## src/hdl/dosf_pkg.sv

```systemverilog
`default_nettype none
package dosf_pkg;

  // Ring geometry.
  localparam int DEPTH    = 1024;
  localparam int MAX_TAKE = 64;
  localparam int PTR_W    = $clog2(DEPTH);
  localparam int CNT_W    = PTR_W + 1;
  localparam int TAKE_W   = $clog2(MAX_TAKE + 1);
  localparam int TOT_W    = 48;
  localparam int SMP_W    = 32;
  localparam int MAXC_W   = 7;
  localparam int FUNC_W   = 2;
  localparam int KIND_W   = 2;

  localparam logic [CNT_W-1:0] CAP_RESET = (DEPTH < 1024) ? CNT_W'(DEPTH) : CNT_W'(1024);
  localparam logic [TOT_W-1:0] TOT_MAX   = {TOT_W{1'b1}};

  // Operation codes on the input side.
  localparam logic [FUNC_W-1:0] FUNC_PUSH  = 2'd0;
  localparam logic [FUNC_W-1:0] FUNC_TAKE  = 2'd1;
  localparam logic [FUNC_W-1:0] FUNC_CLEAR = 2'd2;

  // Result kinds on the output side.
  localparam logic [KIND_W-1:0] KIND_PUSH  = 2'd0;
  localparam logic [KIND_W-1:0] KIND_DATA  = 2'd1;
  localparam logic [KIND_W-1:0] KIND_EMPTY = 2'd2;
  localparam logic [KIND_W-1:0] KIND_CLEAR = 2'd3;

  // Input tdata layout.
  localparam int IN_BITS     = SMP_W + MAXC_W;
  localparam int IN_TDATA_W  = ((IN_BITS + 7) / 8) * 8;

  // Output tdata layout, lowest field first.
  localparam int O_SMP_LO    = 0;
  localparam int O_DROP      = O_SMP_LO + SMP_W;
  localparam int O_FILL_LO   = O_DROP + 1;
  localparam int O_PROD_LO   = O_FILL_LO + CNT_W;
  localparam int O_DTOT_LO   = O_PROD_LO + TOT_W;
  localparam int OUT_BITS    = O_DTOT_LO + TOT_W;
  localparam int OUT_TDATA_W = ((OUT_BITS + 7) / 8) * 8;

  // Commands from the controller to the datapath.
  typedef struct packed {
    logic cfg_wr;
    logic push;
    logic clear;
    logic take_empty;
    logic take_load;
    logic rd;
    logic emit;
  } cmd_t;

  // Status from the datapath to the controller.
  typedef struct packed {
    logic out_valid;
    logic n_zero;
    logic rem_one;
  } stat_t;

endpackage
`default_nettype wire

```

## src/hdl/dosf_ctrl.sv

```systemverilog
`default_nettype none
module dosf_ctrl
  import dosf_pkg::*;
(
  input  wire logic              clk,
  input  wire logic              rst,
  input  wire logic              s_tvalid,
  input  wire logic [FUNC_W-1:0] func,
  input  wire logic              cfg_valid,
  input  wire logic              m_tready,
  input  wire stat_t             stat,
  output logic                   s_tready,
  output logic                   cfg_ready,
  output cmd_t                   cmd
);

  localparam logic [1:0] S_IDLE = 2'd0;
  localparam logic [1:0] S_READ = 2'd1;
  localparam logic [1:0] S_EMIT = 2'd2;

  logic [1:0] state, state_next;
  logic       out_free;
  logic       fire;

  assign out_free  = !stat.out_valid || m_tready;
  assign cfg_ready = (state == S_IDLE);
  assign s_tready  = (state == S_IDLE) && out_free && !cfg_valid;
  assign fire      = s_tvalid && s_tready;

  always_comb begin
    state_next = state;
    cmd        = '0;
    cmd.cfg_wr = cfg_valid && cfg_ready;
    unique case (state)
      S_IDLE: begin
        if (fire) begin
          unique case (func)
            FUNC_PUSH:  cmd.push = 1'b1;
            FUNC_CLEAR: cmd.clear = 1'b1;
            FUNC_TAKE: begin
              if (stat.n_zero) begin
                cmd.take_empty = 1'b1;
              end else begin
                cmd.take_load = 1'b1;
                state_next    = S_READ;
              end
            end
            default: ;
          endcase
        end
      end
      S_READ: begin
        cmd.rd     = 1'b1;
        state_next = S_EMIT;
      end
      S_EMIT: begin
        if (out_free) begin
          cmd.emit   = 1'b1;
          state_next = stat.rem_one ? S_IDLE : S_READ;
        end
      end
      default: state_next = S_IDLE;
    endcase
  end

  always_ff @(posedge clk) begin
    if (rst) begin
      state <= S_IDLE;
    end else begin
      state <= state_next;
    end
  end

endmodule
`default_nettype wire

```

## config.mk

```make
export PLATFORM = sky130hd
export DESIGN_NAME = dosf_ctrl
export DESIGN_NICKNAME = d
export VERILOG_FILES = /design/src/hdl/dosf_pkg.sv /design/src/hdl/dosf_ctrl.sv
export SDC_FILE = /design/constraint.sdc
export NUM_CORES = 1
export LEC_CHECK = 0
export BUFFER_PORTS_ARGS = -buffer_cell sky130_fd_sc_hd__buf_2
export CAP_MARGIN = 20
export CORE_AREA = 4 4 41 43
export CTS_BUF_LIST = sky130_fd_sc_hd__clkbuf_4
export CTS_CLUSTER_SIZE = 10
export DETAILED_ROUTE_END_ITERATION = 10
export DIE_AREA = 0 0 45 47
export PLACE_DENSITY_LB_ADDON = 0.3
export SETUP_SLACK_MARGIN = 0.1
export SLEW_MARGIN = 15
export SYNTH_ARGS = -nofsm -noshare
export SYNTH_HDL_FRONTEND = slang
export SYNTH_SLANG_ARGS = --single-unit
```

## constraint.sdc

```tcl
create_clock -name clk -period 1.18 [get_ports clk]
set_clock_uncertainty 0.2 [all_clocks]
set_input_delay 0.177 -clock clk [delete_from_list [all_inputs] [get_ports clk]]
set_output_delay 0.177 -clock clk [all_outputs]
set_load 0.01 [all_outputs]
```

==> summary.txt <==
Status
  – Status: finished, violations left
  – Failing checks: negative setup slack

Critical path
  – CP max stage delay: 0.33 ns
  – Worst reg2reg startpoint: state[1]
  – Worst Path Required: 0.80 ns
  – WP buf/inv: 1
  – Reg2reg setup slack: -0.09 ns
  – Number of cells on the critical path: 3
  – Setup Crit Path Kind: reg2out
  – Startpoint types: flip-flop
  – CP Max Fanout: 5
  – Critical Path, Cell by Cell: nor4_4 > and4b_1 > buf_2
  – Crit path max-delay family: simple AND/OR/NAND/NOR gates
  – FF-to-FF path depth: 5
  – Worst path slowest cell: dfxtp_2
  – Critical path origin: state[0]
  – Worst Path Arrival: 1.24 ns
  – Endpoint type of the worst setup path: primary output
  – Reg-to-reg endpoint: state[0]
  – Worst setup endpoint: cmd[4]

Final layout
  – Cell area after layout: 490 µm²
  – Ratio of cells with drive above 1 in the final layout: 86.3%
  – Diodes inserted: 0
  – Largest reg by FF count: state
  – # nets final: 63
  – Largest regs: state (2)
  – Layout area overhead: 168%
  – Largest register FFs: 2

Detailed routing
  – Routed WL per cell: 11.4 µm
  – 1st-pass router iterations: 2
  – Vias per cell: 4.36
  – Final Routed Wirelength: 752 µm
  – DRC violations left: 0
  – Routed Antenna Nets: 0
  – Iteration-0 DRC Markers: 3
  – Via count: 288

STA
  – Unrepaired setup endpoints after global routing: true
  – Final hold violations: 0
  – Fmax: 0.620 GHz
  – Tcrit/Tclk final: 137%
  – Period minus WS final: 1.61 ns
  – Setup-failing EPs final: 11
  – Worst-Margin Slew: 0.322 ns
  – Max-slew headroom: 78.5%
  – Slew Limit Fails: 0
  – Final WS setup: -0.434 ns

Clock network
  – Clock buffer depth: 2
  – Worst-Skew Late Latency: 0.22 ns
  – CTS clk-pin slew, worst paths: 0.03 ns
  – Number of CTS-inserted buffers: 3
  – CTS Root Cell: clkbuf_4
  – Sink Count: 2
  – TritonCTS clock tree: done
  – H-tree levels: 1

GRT
  – GRT Residual Overflow: 0
  – First-pass GRT wire length: 1.21 mm
  – Vias in the first global route: 319
  – Initial antenna violation count: 0
  – Total GRT Usage: 8.04%
  – Pin count of the biggest net entering global routing: 7

Synthesis
  – Yosys reg bits: 2
  – Yosys warning count: 0
  – Syn_area_per_cell: 8.70 µm²
  – Synthesized area: 183 µm²
  – Synth cell types: 14
  – Mapped Cells: 21
  – Sequential share of the synthesized area: 21.9%
  – Post-Syn Nets: 31

Floorplan
  – Die X: 45 µm
  – Row Count: 13
  – # IOs: 19
  – Die area: 0.00212 mm²
  – Die Ht: 47 µm
  – Initial Utilization: 14.0%
  – CORE AREA: 0.00130 mm²

Place
  – Post-Place Cell Area: 324 µm²
  – Port bufs: 18
  – Place WS: -0.216 ns
  – Estimated wirelength of the detail-placed design: 521 µm
  – GP Congestion: 0.663

Power
  – Lkg Pwr: 0.243 nW
  – P per Cell Area: 606 mW/mm²
  – VDD IR max: 0.000374 V

Job
  – Max cap viols: 0

Min path
  – Hold WC Path Type: in2reg
## layer usage
layer | wire (µm) | vias up | global-route usage [%]
met3 | 128 | 0 | 6.13
met5 | 0 | - | 0
met4 | 0 | 0 | 1.75
met1 | 291 | 129 | 8.58
met2 | 333 | 21 | 12.7
li1 | - | 138 | -
## layout by cell type (no fill, tap or decap), drive strengths merged
cell type / count
a21oi: 2
and2: 1
and3: 1
and3b: 2
and4b: 1
and4bb: 1
buf: 27
clkbuf: 3
dfxtp: 2
dlygate4sd3: 1
nor2: 2
nor2b: 4
nor3: 1
nor3b: 1
nor4: 2
## Yosys cell counts
master,number,area share (%)
and3b_1,2,9.6
nor3_1,1,2.7
nor2_1,2,4.1
and2_1,1,3.4
and3_1,1,3.4
buf_4,1,4.1
nor4_4,1,12
and4b_1,1,5.5
dfxtp_1,2,22
nor3b_1,1,4.1
nor4_1,1,3.4
nor2b_1,4,14
a21oi_1,2,5.5
and4bb_1,1,6.8
## worst register-to-register path: cells and delay by family (launching register included)
kind | cells | cell delay (ns)
compound gates | 1 | 0.07
buf+inv | 2 | 0.25
flops | 1 | 0.34
simple gates | 2 | 0.30
## repair_timing
item / in CTS / in global routing
endpoints found under the setup margin: 11 / 11
setup buffers: 3 / 2
endpoints found under the hold margin: 2 / 0
resized for setup: 14 / 11
pin swaps: 2 / 7
hold buffers: 1 / 0
## final cells by class
type                       instances  area (µm²)
fill                             137         811
sequential                         2        45.0
multi-input combinational         18         200
timing repair buffer              28         204
tap                               15        18.8
clock buffer                       3        22.5
## metrics by stage
step / utilization (%) / TNS (ns) / hold WS [ns] / cells / power [mW]
final: 37.7 / -2.80 / 0.0971 / 66 / 0.297
after global routing: 37.7 / -3.49 / 0.116 / 66 / 0.326
after CTS: 33.9 / -3.07 / 0.112 / 65 / 0.293
after detailed placement: 24.9 / -1.04 / 0.172 / 58 / 0.130
after global placement: 24.9 / -0.950 / 0.165 / 58 / 0.130
after floorplan: - / -0.627 / 0.0482 / 21 / 0.0935
## cell families after synthesis
logic type,after synthesis,share of synthesized area [%]
simple gates,16,68.5
flops,2,21.9
compound gates,2,5.48
buf+inv,1,4.11
## how the worst min path moves through the flow
stage | start | end | slack, ns | cells past startpoint
floorplan | rst | state[0] | 0.05 | 1
global placement | rst | state[1] | 0.16 | 2
detailed placement | rst | state[1] | 0.17 | 2
CTS | stat[0] | state[0] | 0.11 | 4
global route | stat[0] | state[0] | 0.12 | 4
finish | stat[0] | state[0] | 0.1 | 4
## where the power goes
group | total, mW | internal (mW) | switching (mW)
Clock | 0.149 | 0.112 | 0.0369
Sequential | 0.0674 | 0.0667 | 0.000731
Combinational | 0.0810 | 0.0465 | 0.0345
No activity file was read; power rests on OpenSTA's default activity.
